==> src/q24alu_pkg.sv <==
// Shared types, constants and opcodes for the Q24.8 fixed-point ALU core.
// No dependencies; every other file in src uses this package by scoped names.
package q24alu_pkg;

    // Data path widths
    localparam int FRAC_BITS = 8;
    localparam int DATA_W    = 32;
    localparam int NUM_W     = DATA_W + FRAC_BITS;  // scaled dividend width
    localparam int DEN_W     = DATA_W;              // divisor magnitude width
    localparam int DIV_STEPS = NUM_W;               // one quotient bit per stage

    // Opcodes
    typedef enum logic [3:0] {
        OP_ADD      = 4'd0,
        OP_SUB      = 4'd1,
        OP_MUL      = 4'd2,
        OP_DIV      = 4'd3,
        OP_EQ       = 4'd4,
        OP_NE       = 4'd5,
        OP_LT       = 4'd6,
        OP_GT       = 4'd7,
        OP_GE       = 4'd8,
        OP_LE       = 4'd9,
        OP_FROM_INT = 4'd10,
        OP_TO_INT   = 4'd11
    } op_t;

    // Input transaction
    typedef struct packed {
        logic [3:0]              cmd;
        logic signed [DATA_W-1:0] a_raw;
        logic signed [DATA_W-1:0] b_raw;
    } alu_in_t;

    // Output transaction
    typedef struct packed {
        logic signed [DATA_W-1:0] result_raw;
        logic                     compare_true;
        logic                     div_by_zero;
    } alu_out_t;

    // Per-item control that rides alongside the divider
    typedef struct packed {
        logic     is_div;   // take the quotient at the end
        logic     neg;      // quotient sign
        alu_out_t res;      // finished result for every other case
    } side_t;

    // Restoring divider working set
    typedef struct packed {
        logic [NUM_W-1:0] dq;   // remaining dividend bits, quotient shifts in
        logic [DEN_W-1:0] rem;  // partial remainder
        logic [DEN_W-1:0] den;  // divisor magnitude
    } div_t;

endpackage

==> src/q24alu_div_step.sv <==
// One stage of the pipelined restoring divider: one quotient bit per stage,
// with the item's side data carried along. Uses q24alu_pkg.
module q24alu_div_step (
    input  logic               clk,
    input  logic               rst_n,
    input  logic               vld_in,
    input  q24alu_pkg::side_t  side_in,
    input  q24alu_pkg::div_t   div_in,
    output logic               vld_out,
    output q24alu_pkg::side_t  side_out,
    output q24alu_pkg::div_t   div_out
);

    logic                          vld_reg;
    q24alu_pkg::side_t             side_reg;
    q24alu_pkg::div_t              div_reg;
    q24alu_pkg::div_t              div_next;

    logic [q24alu_pkg::DEN_W:0]    shifted;
    logic [q24alu_pkg::DEN_W:0]    diff;
    logic                          q_bit;

    // Bring down the next dividend bit and trial-subtract the divisor
    assign shifted = {div_in.rem, div_in.dq[q24alu_pkg::NUM_W-1]};
    assign diff    = shifted - {1'b0, div_in.den};
    assign q_bit   = ~diff[q24alu_pkg::DEN_W];

    always_comb
    begin
        div_next     = div_in;
        div_next.rem = q_bit ? diff[q24alu_pkg::DEN_W-1:0]
                             : shifted[q24alu_pkg::DEN_W-1:0];
        div_next.dq  = {div_in.dq[q24alu_pkg::NUM_W-2:0], q_bit};
    end

    always_ff @(posedge clk or negedge rst_n)
    begin
        if (!rst_n)
        begin
            vld_reg <= 1'b0;
        end
        else
        begin
            vld_reg <= vld_in;
        end
    end

    always_ff @(posedge clk)
    begin
        if (vld_in)
        begin
            side_reg <= side_in;
            div_reg  <= div_next;
        end
    end

    assign vld_out  = vld_reg;
    assign side_out = side_reg;
    assign div_out  = div_reg;

endmodule

==> config.mk <==
export PLATFORM = sky130hd
export DESIGN_NAME = q24alu_div_step
export DESIGN_NICKNAME = d
export VERILOG_FILES = /design/src/q24alu_pkg.sv /design/src/q24alu_div_step.sv
export SDC_FILE = /design/constraint.sdc
export NUM_CORES = 1
export LEC_CHECK = 0
export BUFFER_PORTS_ARGS = -buffer_cell sky130_fd_sc_hd__buf_2
export CORE_MARGIN = 4
export CORE_UTILIZATION = 45
export CTS_BUF_LIST = sky130_fd_sc_hd__clkbuf_2 sky130_fd_sc_hd__clkbuf_4 sky130_fd_sc_hd__clkbuf_8
export DETAILED_ROUTE_END_ITERATION = 8
export PLACE_DENSITY = 0.85
export SLEW_MARGIN = 10
export SYNTH_ARGS = -nofsm -noshare
export SYNTH_HDL_FRONTEND = slang
export SYNTH_SLANG_ARGS = --single-unit
==> constraint.sdc <==
create_clock -name clk -period 0.8 [get_ports clk]
set_input_delay 0.12 -clock clk [delete_from_list [all_inputs] [get_ports clk]]
set_output_delay 0.12 -clock clk [all_outputs]
set_load 0.01 [all_outputs]
## After elaboration in Yosys (flattened, before gate mapping)

Cells that the tools add are included.

| storage, ports and cells | value |
|---|---|
| register bits after elaboration | 141 |
| bits in latches | 0 |
| bits in writable memories | 0 |
| memory bits (read-only) | 0 |
| output and inout port bits | 141 |
| logic and storage cells | 12 |
| memories | 0 |

| operators by class | value |
|---|---|
| $add $sub $neg | 1 |
| multiply operators | 0 |
| divide/modulo/power cells | 0 |
| magnitude comparators | 0 |
| eq/ne operators | 0 |
| shifts and indexed selects | 0 |
| muxes and demuxes | 1 |
| bitwise operators | 1 |
| reduce and logical (&&, ||, !) cells | 0 |

Operators with widths:

| cell | count |
|---|---|
| $sub 33x32->33 | 1 |
| $mux 32 | 1 |
| $not 1->1 | 1 |

## Depth between registers and ports, before layout

| depth | value |
|---|---|
| word-level depth | 2 |
| mapped depth | 13 |

## Worst setup path before layout

Ideal clock, no wire load.

| timing | value |
|---|---|
| kind | input -> register |
| start | input div_in[16] (netlist name) |
| end | register div_reg, in the netlist div_out[35] (data pin) |
| arrival | 2.391 ns |
| setup slack | -1.852 ns |
| cell stages on the path | 12 |
| path buffers | 2 |
| cells stage by stage | inv_1 > ha_1 > buf_6 > a21oi_4 > o211ai_1 > a221o_1 > a211o_1 > o21a_1 > o211ai_4 > inv_2 > buf_6 > mux2_4 |

RTL lines:

| item | RTL line | text |
|---|---|---|
| from (decl) | q24alu_div_step.sv:8 | `input q24alu_pkg::div_t div_in,` |
| to (signal assigned) | q24alu_div_step.sv:53 | `div_reg <= div_next;` |
| to (decl) | q24alu_div_step.sv:16 | `q24alu_pkg::div_t div_reg;` |

==> results.sh <==
export IMPL_finalHoldViolations=6
export IMPL_cts_tree="yes"
export IMPL_drt_pass1_iter_count=7
export IMPL_cpMaxStageDelayCell="fa_2"
export IMPL_worstHoldStart="div_in[52]"
export IMPL_fin_crit_sh_pct=290
export IMPL_antenna_found_initial=4
export IMPL_rsz0062_at_grt="true"
export IMPL_dp_cells=1094
export IMPL_ys_ff_latch=141
export IMPL_fin_total_pwr_mw=22.5
export IMPL_path_max_fanout=7
export IMPL_synth_edf_count=140
export IMPL_crit_path_end_kind="flop"
export IMPL_grt_pass1_wl_mm=40.4
export IMPL_cts_reportedPaths_clkPinSlew_ns=0.08
export IMPL_worstPathCellList="buf_8 -> inv_4 -> ha_4 -> fa_2 -> nand2b_4 -> a21oi_4 -> o211ai_1 -> a21oi_2 -> o21a_1 -> o211ai_4 -> inv_2 -> buf_12 -> buf_12 -> mux2_4"
export IMPL_start_util_pct=46.0
export IMPL_critPathLaunchType="primary input"
export IMPL_whs_ns=-0.0379
export IMPL_globalplace_congestion=0.941
export IMPL_coreArea_sq_mm=0.0145
export IMPL_fin_nets=1238
export IMPL_min_period_ns=2.32
export IMPL_ctsRootBufferMaster="clkbuf_8"
export IMPL_crit_top_cell="buf_12"
export IMPL_die_x_microns=130
export IMPL_maxSlewHeadroom_pct=67.8
export IMPL_grt_pass1_vias=7222
export IMPL_cts_sinks=141
export IMPL_row_count=44
export IMPL_wl_met1_mm=10.3
export IMPL_synth_cell_type_count=50
export IMPL_syn_nets=677
export IMPL_drt_vias_per_instance=5.92
export IMPL_drive_gt1_share_pct=50.6
export IMPL_slew_violations=0
export IMPL_p_per_area_mw_per_mm2=1930
export IMPL_synth_top_area_cell="edfxtp_1"
export IMPL_post_drt_wl_per_cell_microns=25.8
export IMPL_routed_via_count=7483
export IMPL_final_setup_viol_count=174
export IMPL_grt_max_degree=28
export IMPL_routed_top_layer="met5"
export IMPL_drt_iter0_markers=944
export IMPL_netlist_instances=501
export IMPL_dieArea_sq_mm=0.0169
export IMPL_fmax_mhz=431
export IMPL_port_buffers=283
export IMPL_dpl_hpwl_mm=16.6
export IMPL_grt_util_all_layers_pct=32.1
export IMPL_htree_levels=4
export IMPL_dr_wl_met3_mm=4.39
export IMPL_cts_buffers=17
export IMPL_drtAntennaViolNets=0
export IMPL_holdPathEnd="div_out[53]$_DFFE_PP_"
export IMPL_drc=0
export IMPL_wl_met2_mm=15.3
export IMPL_worstMarginPinSlew_ns=0.477
export IMPL_yosys_top_cells_count="edfxtp_1, nand2_1, inv_1, a21oi_1, ha_1"
export IMPL_fin_ws_ns=-1.52
export IMPL_final_cells=1264
export IMPL_clk_path_buf_depth=2
export IMPL_syn_area_sq_mm=0.00668
export IMPL_required_ns=1.04
export IMPL_crit_arrival_ns=2.56
export IMPL_cpPeakStageDelay_ns=0.37
export IMPL_synth_ff_type="edfxtp_1"
export IMPL_seq_area_frac_synth_pct=63.3
export IMPL_hold_class="in2reg"
export IMPL_irDropWorstVdd_mv=0.883
export IMPL_path_class="in2reg"
export IMPL_syn2layout_area_growth_pct=74.2
export IMPL_syn_avg_cell_area_sq_um=13.3
export IMPL_hold_path_depth=2
export IMPL_netlist_area_leader_share_pct=62.9
export IMPL_overflow=0
export IMPL_violations="negative hold slack, negative setup slack"
export IMPL_status="complete, but fails checks"
export IMPL_yosysMostFrequentCell="edfxtp_1"
export IMPL_leakagePower_nw=5.31
export IMPL_drv_cap=0
export IMPL_yosysWarnings=0
export IMPL_ys_top_cells_by_area="edfxtp_1, ha_1, mux2_4, a21oi_1, nand2_1"
export IMPL_ys_async_sr_fraction_pct=0.709
export IMPL_dieHeight_microns=130
export IMPL_detail_route_wirelength_mm=32.6
export IMPL_num_io_pins=284
==> critical path: cells and delay by family <==
family	cells	cell delay (ns)
buffers and inverters	5	0.50
and+or+nand+nor	1	0.18
AOI/OAI and AO/OA	5	0.90
muxes	1	0.31
adders and majority gates	2	0.53
==> placed cells by master, fill, tap and decap left out, types with 5 or more instances in the layout <==
cell / Yosys / layout
buf_4: 0 / 148
diode_2: 0 / 5
inv_2: 1 / 5
a21oi_2: 1 / 9
nor2b_1: 5 / 5
buf_2: 1 / 258
o211ai_1: 8 / 8
mux2_4: 18 / 18
xor2_1: 10 / 10
nand3_1: 11 / 9
o21ai_1: 0 / 7
clkbuf_8: 0 / 19
buf_6: 3 / 24
o21a_1: 6 / 6
nand4_1: 7 / 7
ha_1: 32 / 17
and3_1: 6 / 6
buf_12: 0 / 9
ha_4: 0 / 14
a21oi_1: 34 / 24
dlygate4sd3_1: 0 / 115
xnor2_1: 14 / 14
nor2_1: 16 / 15
inv_1: 41 / 34
edfxtp_1: 140 / 140
nand2_1: 44 / 44
o21ai_0: 24 / 16
a21o_1: 15 / 15
==> per-layer routing <==
layer  track usage, %  vias to the layer above
li1                 -                     3012
met1             34.8                     3416
met2             56.6                      797
met3             9.05                      256
met4             18.1                        2
met5                0                        -
==> timing repair <==
action / 4_1_cts / 5_1_grt
setup endpoints to repair: 174 / 174
hold buffers: 114 / 1
gates resized for setup: 27 / 70
endpoints found under the hold margin: 122 / 7
pin swaps: 17 / 24
setup buffers: 9 / 9
cloned: 1 / 0
==> final cells by class <==
type	instances	area, sq um
repair buffers	557	4050
inverters	42	168
clock inverters	13	156
fillers	734	2890
well taps	184	230
diodes	5	12.5
clock buffers	19	262
flip-flops and latches	141	4230
multi-input cells	303	2530
==> how the worst max path moves through the flow <==
stage | start | end | depth (start not counted)
floorplan | div_in[47] | div_out[35]$_DFFE_PP_ | 11
detailed placement | div_in[103] | div_out[59]$_DFFE_PP_ | 12
finish | div_in[103] | div_out[54]$_DFFE_PP_ | 14
global placement | div_in[0] | div_out[54]$_DFFE_PP_ | 12
CTS | div_in[16] | div_out[60]$_DFFE_PP_ | 13
global route | div_in[103] | div_out[54]$_DFFE_PP_ | 14
==> metrics by stage <==
stage / cell area [sq um] / util [%] / setup WS [ns] / hold WS (ns) / TNS [ns]
after floorplan: 6800 / - / -1.71 / -0.176 / -53.31
after global placement: 9490 / 65.3 / -1.97 / -0.105 / -71.82
after detailed placement: 9490 / 65.3 / -2.06 / -0.0994 / -74.72
after CTS: 11300 / 77.6 / -1.39 / -0.0327 / -87.15
after global routing: 11600 / 80.1 / -1.54 / -0.0370 / -100.24
final: 11600 / 80.1 / -1.52 / -0.0379 / -96.97
==> flip-flops by register name, summed over array words and instances, names as in the netlist <==
register  cells
div_out     104
vld_out       1
side_out     36
==> logic make-up (layout without fill, tap and decap cells) <==
logic type                 after synthesis  count (layout)  synth area share (%)
AOI/OAI and AO/OA                      120             120                  11.9
and+or+nand+nor                        108             108                  7.75
adders and majority gates               33              33                  6.29
other                                    0               5                     0
buffers and inverters                   57             631                  3.56
xor gates and xnor gates                24              24                  3.15
DFF                                    141             141                  63.3
muxes                                   18              18                  4.04
==> report_power, final <==
| part | internal, mW | leakage, nW | switching [mW] |
|---|---|---|---|
| registers | 9.00 | 1.38 | 0.357 |
| logic | 3.29 | 3.73 | 3.31 |
| clock network | 3.02 | 0.199 | 3.52 |
No activity file was read; power rests on OpenSTA's default activity.
