==> config.mk <==
export PLATFORM = sky130hd
export DESIGN_NAME = q24alu_front
export DESIGN_NICKNAME = d
export VERILOG_FILES = /design/src/q24alu_pkg.sv /design/src/q24alu_front.sv
export SDC_FILE = /design/constraint.sdc
export NUM_CORES = 2
export LEC_CHECK = 0
export ABC_AREA = 1
export BUFFER_PORTS_ARGS = -buffer_cell sky130_fd_sc_hd__buf_2
export CELL_PAD_IN_SITES_DETAIL_PLACEMENT = 2
export CELL_PAD_IN_SITES_GLOBAL_PLACEMENT = 2
export CORE_ASPECT_RATIO = 0.6
export CORE_UTILIZATION = 42
export DETAILED_ROUTE_END_ITERATION = 6
export PLACE_DENSITY_LB_ADDON = 0.1
export SYNTH_ARGS = -nofsm -noshare
export SYNTH_HDL_FRONTEND = slang
export SYNTH_SLANG_ARGS = --single-unit
==> constraint.sdc <==
create_clock -name clk -period 17 [get_ports clk]
set_input_delay 1.7 -clock clk [delete_from_list [all_inputs] [get_ports clk]]
set_output_delay 1.7 -clock clk [all_outputs]
set_load 0.02 [all_outputs]
==> src/q24alu_pkg.sv <==
// Shared types, constants and opcodes for the Q24.8 fixed-point ALU core.
// No dependencies; every other file in src uses this package by scoped names.
package q24alu_pkg;

    // Data path widths
    localparam int FRAC_BITS = 8;
    localparam int DATA_W    = 32;
    localparam int NUM_W     = DATA_W + FRAC_BITS;  // scaled dividend width
    localparam int DEN_W     = DATA_W;              // divisor magnitude width
    localparam int DIV_STEPS = NUM_W;               // one quotient bit per stage

    // Opcodes
    typedef enum logic [3:0] {
        OP_ADD      = 4'd0,
        OP_SUB      = 4'd1,
        OP_MUL      = 4'd2,
        OP_DIV      = 4'd3,
        OP_EQ       = 4'd4,
        OP_NE       = 4'd5,
        OP_LT       = 4'd6,
        OP_GT       = 4'd7,
        OP_GE       = 4'd8,
        OP_LE       = 4'd9,
        OP_FROM_INT = 4'd10,
        OP_TO_INT   = 4'd11
    } op_t;

    // Input transaction
    typedef struct packed {
        logic [3:0]              cmd;
        logic signed [DATA_W-1:0] a_raw;
        logic signed [DATA_W-1:0] b_raw;
    } alu_in_t;

    // Output transaction
    typedef struct packed {
        logic signed [DATA_W-1:0] result_raw;
        logic                     compare_true;
        logic                     div_by_zero;
    } alu_out_t;

    // Per-item control that rides alongside the divider
    typedef struct packed {
        logic     is_div;   // take the quotient at the end
        logic     neg;      // quotient sign
        alu_out_t res;      // finished result for every other case
    } side_t;

    // Restoring divider working set
    typedef struct packed {
        logic [NUM_W-1:0] dq;   // remaining dividend bits, quotient shifts in
        logic [DEN_W-1:0] rem;  // partial remainder
        logic [DEN_W-1:0] den;  // divisor magnitude
    } div_t;

endpackage

==> src/q24alu_front.sv <==
// Front end of the ALU pipeline: input register, then the add, subtract, compare
// and conversion ops, the multiplier and the divider operand preparation. Uses q24alu_pkg.
module q24alu_front (
    input  logic                 clk,
    input  logic                 rst_n,
    input  logic                 vld_in,
    input  q24alu_pkg::alu_in_t  op_in,
    output logic                 vld_out,
    output q24alu_pkg::side_t    side_out,
    output q24alu_pkg::div_t     div_out
);

    logic                                   s1_vld_reg;
    q24alu_pkg::alu_in_t                    s1_op_reg;
    logic                                   s2_vld_reg;
    q24alu_pkg::side_t                      s2_side_reg;
    q24alu_pkg::div_t                       s2_div_reg;

    q24alu_pkg::side_t                      side_next;
    q24alu_pkg::div_t                       div_next;

    logic signed [q24alu_pkg::DATA_W-1:0]   a;
    logic signed [q24alu_pkg::DATA_W-1:0]   b;
    logic signed [2*q24alu_pkg::DATA_W-1:0] prod;
    logic signed [q24alu_pkg::NUM_W-1:0]    num;
    logic [q24alu_pkg::NUM_W-1:0]           num_mag;
    logic [q24alu_pkg::DEN_W-1:0]           den_mag;

    // Stage 1: capture the transaction
    always_ff @(posedge clk or negedge rst_n)
    begin
        if (!rst_n)
        begin
            s1_vld_reg <= 1'b0;
        end
        else
        begin
            s1_vld_reg <= vld_in;
        end
    end

    always_ff @(posedge clk)
    begin
        if (vld_in)
        begin
            s1_op_reg <= op_in;
        end
    end

    assign a = $signed(s1_op_reg.a_raw);
    assign b = $signed(s1_op_reg.b_raw);

    // Full signed product; the Q format keeps bits FRAC_BITS up
    assign prod = a * b;

    // Divider operands: dividend scaled by the fraction width, both as magnitudes
    assign num     = {a, {q24alu_pkg::FRAC_BITS{1'b0}}};
    assign num_mag = num[q24alu_pkg::NUM_W-1] ? q24alu_pkg::NUM_W'(-num)
                                               : q24alu_pkg::NUM_W'(num);
    assign den_mag = b[q24alu_pkg::DATA_W-1] ? q24alu_pkg::DEN_W'(-b)
                                              : q24alu_pkg::DEN_W'(b);

    // Result select for everything except the quotient
    always_comb
    begin
        side_next        = '0;
        side_next.neg    = a[q24alu_pkg::DATA_W-1] ^ b[q24alu_pkg::DATA_W-1];
        case (s1_op_reg.cmd)
            q24alu_pkg::OP_ADD:
                side_next.res.result_raw = a + b;
            q24alu_pkg::OP_SUB:
                side_next.res.result_raw = a - b;
            q24alu_pkg::OP_MUL:
                side_next.res.result_raw =
                    prod[q24alu_pkg::FRAC_BITS +: q24alu_pkg::DATA_W];
            q24alu_pkg::OP_DIV:
            begin
                if (b == '0)
                begin
                    // zero divisor: pass a through and flag it
                    side_next.res.result_raw  = a;
                    side_next.res.div_by_zero = 1'b1;
                end
                else
                begin
                    side_next.is_div = 1'b1;
                end
            end
            q24alu_pkg::OP_EQ:
                side_next.res.compare_true = (a == b);
            q24alu_pkg::OP_NE:
                side_next.res.compare_true = (a != b);
            q24alu_pkg::OP_LT:
                side_next.res.compare_true = (a < b);
            q24alu_pkg::OP_GT:
                side_next.res.compare_true = (a > b);
            q24alu_pkg::OP_GE:
                side_next.res.compare_true = (a >= b);
            q24alu_pkg::OP_LE:
                side_next.res.compare_true = (a <= b);
            q24alu_pkg::OP_FROM_INT:
                side_next.res.result_raw = a <<< q24alu_pkg::FRAC_BITS;
            q24alu_pkg::OP_TO_INT:
                side_next.res.result_raw = a >>> q24alu_pkg::FRAC_BITS;
            default:
                side_next.res = '0;
        endcase
    end

    always_comb
    begin
        div_next     = '0;
        div_next.dq  = num_mag;
        div_next.den = den_mag;
    end

    // Stage 2: results and divider seed
    always_ff @(posedge clk or negedge rst_n)
    begin
        if (!rst_n)
        begin
            s2_vld_reg <= 1'b0;
        end
        else
        begin
            s2_vld_reg <= s1_vld_reg;
        end
    end

    always_ff @(posedge clk)
    begin
        if (s1_vld_reg)
        begin
            s2_side_reg <= side_next;
            s2_div_reg  <= div_next;
        end
    end

    assign vld_out  = s2_vld_reg;
    assign side_out = s2_side_reg;
    assign div_out  = s2_div_reg;

endmodule

---- Word-level counts from Yosys, hierarchy flattened ----
Cells that the tools add are included.
cells by class
  $add $sub $neg .......................... 4
  $mul .................................... 1
  divide/modulo/power cells ............... 0
  $lt $le $gt $ge ......................... 4
  equality and inequality tests ........... 13
  shift-type cells ........................ 0
  multiplexer cells ....................... 7
  bitwise operators ....................... 1
  reductions and logical operators ........ 2
operators by type and width
  cell                number
  $pmux 32 s6         1
  $mul 32x32->40      1
  $neg 40->40         1
  $mux 39             1
  $add 32x32->32      1
  $eq 32x32->1        1
  $ge 32x32->1        1
  $gt 32x32->1        1
  $le 32x32->1        1
  $logic_not 32->1    1
  $lt 32x32->1        1
  $mux 32             1
  $ne 32x32->1        1
  $neg 32->32         1
  $sub 32x32->32      1
  $mux 31             1
  $eq 4x3->1 const B  4
  $eq 4x4->1 const B  4
  $eq 4x2->1 const B  2
  $pmux 1 s6          1
  $eq 4x1->1 const B  1
  $logic_not 4->1     1
  $mux 1              2
  $xor 1x1->1         1
word-level totals
  register bits ........................... 178
  latch bits .............................. 0
  RAM bits ................................ 0
  memory bits (read-only) ................. 0
  input port bits ......................... 71
  word-level logic and storage cells ...... 46
  memories ................................ 0

---- Longest topological paths before layout ----
  word-level depth ........................ 3
  mapped depth ............................ 34
  mapped depth without buffers ............ 31

---- Worst setup path before layout ----
No wires, ideal clock.
  kind .................................... reg-to-reg
  start point ............................. register s1_op_reg (netlist bit a[31])
  end point ............................... register s2_side_reg (netlist bit side_out[33]) (data pin)
  setup time .............................. 254 ps
  data arrival time ....................... 6606 ps
  path slack .............................. 10140 ps
  cell stages (with the launch flop) ...... 27
  buffers on the path ..................... 3
  clock period less this slack ............ 6860 ps
  cell sequence ........................... edfxtp_1 clkbuf_1 clkbuf_1 clkbuf_1 nand2_1 fa_1 fa_1 inv_1 fa_1 inv_1 fa_1 fa_1 fa_1 fa_1 fa_1 inv_1 ha_1 a21oi_1 o21ai_0 a21oi_1 o21ai_0 a21oi_1 nand2_1 a31oi_1 nand3_1 nand3_1 nand2_1
between the ends
  longest elaborated chain between the ends .. 2
ends and longest elaborated chain
  what                                          line                 text
  start, declared                               q24alu_front.sv:14   q24alu_pkg::alu_in_t s1_op_reg;
  start signal, assigned                        q24alu_front.sv:46   s1_op_reg <= op_in;
  $mul 32x32->40, or another cell as far along  q24alu_front.sv:54   assign prod = a * b;
  $pmux 32 s6 *                                 q24alu_front.sv:68   case (s1_op_reg.cmd)
  end signal, assigned                          q24alu_front.sv:134  s2_side_reg <= side_next;
  end, declared                                 q24alu_front.sv:16   q24alu_pkg::side_t s2_side_reg;
Every way passes the cells marked *; elsewhere a longest branch is shown, timed or not.
A chain may end at the register's enable or synchronous reset.

---- Final worst setup path ----
  start point ............................. register s1_op_reg (netlist bit a[12])
  end point ............................... register s2_side_reg (netlist bit side_out[19]) (data pin)
between the ends
  longest elaborated chain between the ends .. 2
ends and longest elaborated chain
  what                                          line
  $mul 32x32->40, or another cell as far along  q24alu_front.sv:54
  $pmux 32 s6 *                                 q24alu_front.sv:68
Marks and branches as above.

==> metrics <==
Buf/Inv on CP=4; # port buffers=roughly 170; vias per std cell=between 5 and 6; Max-Cap Viols=0; largest net degree at the start of global routing=65; gpl congestion=1.04; Final Hold Viols=0; post-route worst setup slack=8.47 ns; Mapped Cells=4,446; fin util=0.456; minimum clock period=roughly 8.5 ns; first-pass GRT wire length=between 200,000 and 300,000 um; max FFs per register=64; worst-skew pair later-pin latency=approximately 0.53 ns; CTS root buffer=clkbuf_16; fillcell total=9,542; CP startpoint kind=flop; largest area contributor in the netlist=fa_1; Sink Count=170; First-pass DRT Iterations=6; Top FF cell, synth=edfxtp_1; Slew Limit Fails=0; die area=between 80,000 and 90,000 um^2; CP top delay family=adder cells; routed via count=between 30,000 and 40,000; Post-synth EDFFs=168; Post-DRT Antenna Nets=0; area share of the largest cell type after synthesis=0.362; GRT Util Overall=0.417; Worst path slowest cell=fa_1; critical-path maximum fanout=26; most frequent CP cell=fa_1; Synth area leaders=fa_1 36%, edfxtp_1 14%, nand2_1 12%; initial antenna violation count=14; ys async rst share=0.0118; Final TNS setup=0 ns; final period utilization=0.502; crit-path max cell delay=0.66 ns; Setup WS pre-CTS=about 8.7 ns; synth cell count leaders=1,137 x nand2_1, 1,037 x inv_1, 644 x fa_1; Post-CTS Resized=0; slew margin rel.=0.218; CTS Buf Count=25; worst hold path type=flop to flop; nature of the critical path endpoint=flop; worst path cell trace=buf_4 -> buf_4 -> ha_1 -> inv_1 -> fa_1 -> fa_1 -> fa_1 -> fa_1 -> fa_1 -> fa_1 -> fa_1 -> fa_1 -> inv_1 -> ha_1 -> a21o_1 -> a21oi_1 -> a21boi_0 -> nand2_1 -> o21ai_0 -> nand4_1; count of different cell masters after synthesis=56; most common cell in the synthesized netlist=nand2_1; die span in x=378 um; vias in the first global route=between 30,000 and 40,000; CTS Hold Bufs=0; TritonCTS clock tree=done; Post-Syn Area=~36,000 um^2; status=completed; WL/cell=between 30 and 40 um; Core Footprint=roughly 84,000 um^2; site row count=82; FF+latch count, synth=170; clock-pin slew on the worst setup and hold paths=~0.08 ns; crit path DAT=roughly 8.7 ns; DP Area=37,500 um^2; Die Y=between 200 and 250 um; Clock Skew=0.0317 ns; Mean Syn Cell Area=about 8.0 um^2; yosys warns=0; Starting Density=0.425; drt drc=0; Worst Path Required=17.15 ns; fin nets=about 5,400; Slew @ Worst Pin=about 1.2 ns; endpoints failing setup=0; fmax=~0.12 GHz; total routed wirelength=around 180,000 um; origin of the critical flop-to-flop path=a[12]; Post-DP HPWL=approximately 140,000 um; Overflow after GRT=0; min-delay src=a[0]; postcts setup bufs=0; layout cells sized above 1=0.0718; Layout area overhead=7.14%; critical path class=flop to flop; DRT iter0 DRCs=between 3,000 and 4,000; RSZ-0062 raised after global routing=no; I/O pin count=~210; register area share after synthesis=0.143; Setup crit start=a[12]; H-tree levels=4; fin area=between 30,000 and 40,000 um^2; CTS Buffer Depth=3
[worst paths after layout]
kind	cells past startpoint	endpoint	slack, ns
max in group asynchronous	1	s1_vld_reg	15.95
setup / recovery	20	side_out[19]	8.47
hold reg to reg	0	div_out[72]	0.61
hold / removal	0	div_out[72]	0.61
setup reg to reg	20	side_out[19]	8.47
min in group asynchronous	1	s1_vld_reg	0.94
[cell families (layout without fill, tap and decap cells)]
kind of cell / Yosys count / in the layout / share of synthesized area
fa+ha+maj: 864 / 864 / 0.439
flops: 170 / 170 / 0.143
compound gates: 405 / 405 / 0.0672
other cells: 1 / 44 / 0.000105
xor+xnor: 78 / 78 / 0.0192
buf+inv: 1291 / 1319 / 0.142
simple gates: 1637 / 1637 / 0.189
[metrics by stage]
stage                     std cells  hold WS, ns
final                          5651        0.608
after global routing           5647        0.613
after detailed placement       5616        0.595
after global placement         5616        0.595
after CTS                      5647        0.606
after floorplan                4485        0.451
[per-layer routing]
layer  up-vias  wire (um)  global-route usage
met5         -         92                   0
li1      13300          -                   -
met2      1942      75800               0.626
met4        14       5860               0.120
met1     17500      74300               0.572
met3       409      21300               0.139
[cell usage in the layout, fill, tap and decap left out, types with 5 or more instances in the layout]
cell type     n
a21o_1       15
buf_4        80
nand3b_1     13
nand4_1      37
nand2_1    1137
o21bai_1     19
o2111ai_1     5
xor2_1       69
nor2_2        8
or2_2         8
clkbuf_16    25
o31ai_1       5
xnor2_1       9
a211oi_1      8
o211ai_1     11
a21oi_1     150
nor3_1       32
a221oi_1      7
nand3_1     131
ha_1        220
o21a_1        7
conb_1       40
buf_2       170
a31oi_1       9
a21boi_0     13
o21ai_0     119
edfxtp_1    168
fa_1        644
inv_1      1037
nor2_1      242
o21ai_1       5
o221ai_1     19
[final cells by class]
| cell class | instances | area, um^2 | share of cell area |
|---|---|---|---|
| Timing Repair Buffer | 250 | 1450 | 0.0380 |
| Multi-Input combinational cell | 3024 | 25600 | 0.671 |
| Tap cell | 1134 | 1420 | 0.0372 |
| Clock inverter | 5 | 53.8 | 0.00141 |
| Sequential cell | 170 | 5100 | 0.134 |
| Inverter | 1038 | 3900 | 0.102 |
| Clock buffer | 26 | 629 | 0.0165 |
| Antenna cell | 4 | 10.0 | 0.000262 |
Power is not shown: default switching activity piles up to over one toggle a cycle in this logic, so the estimate is an artifact.
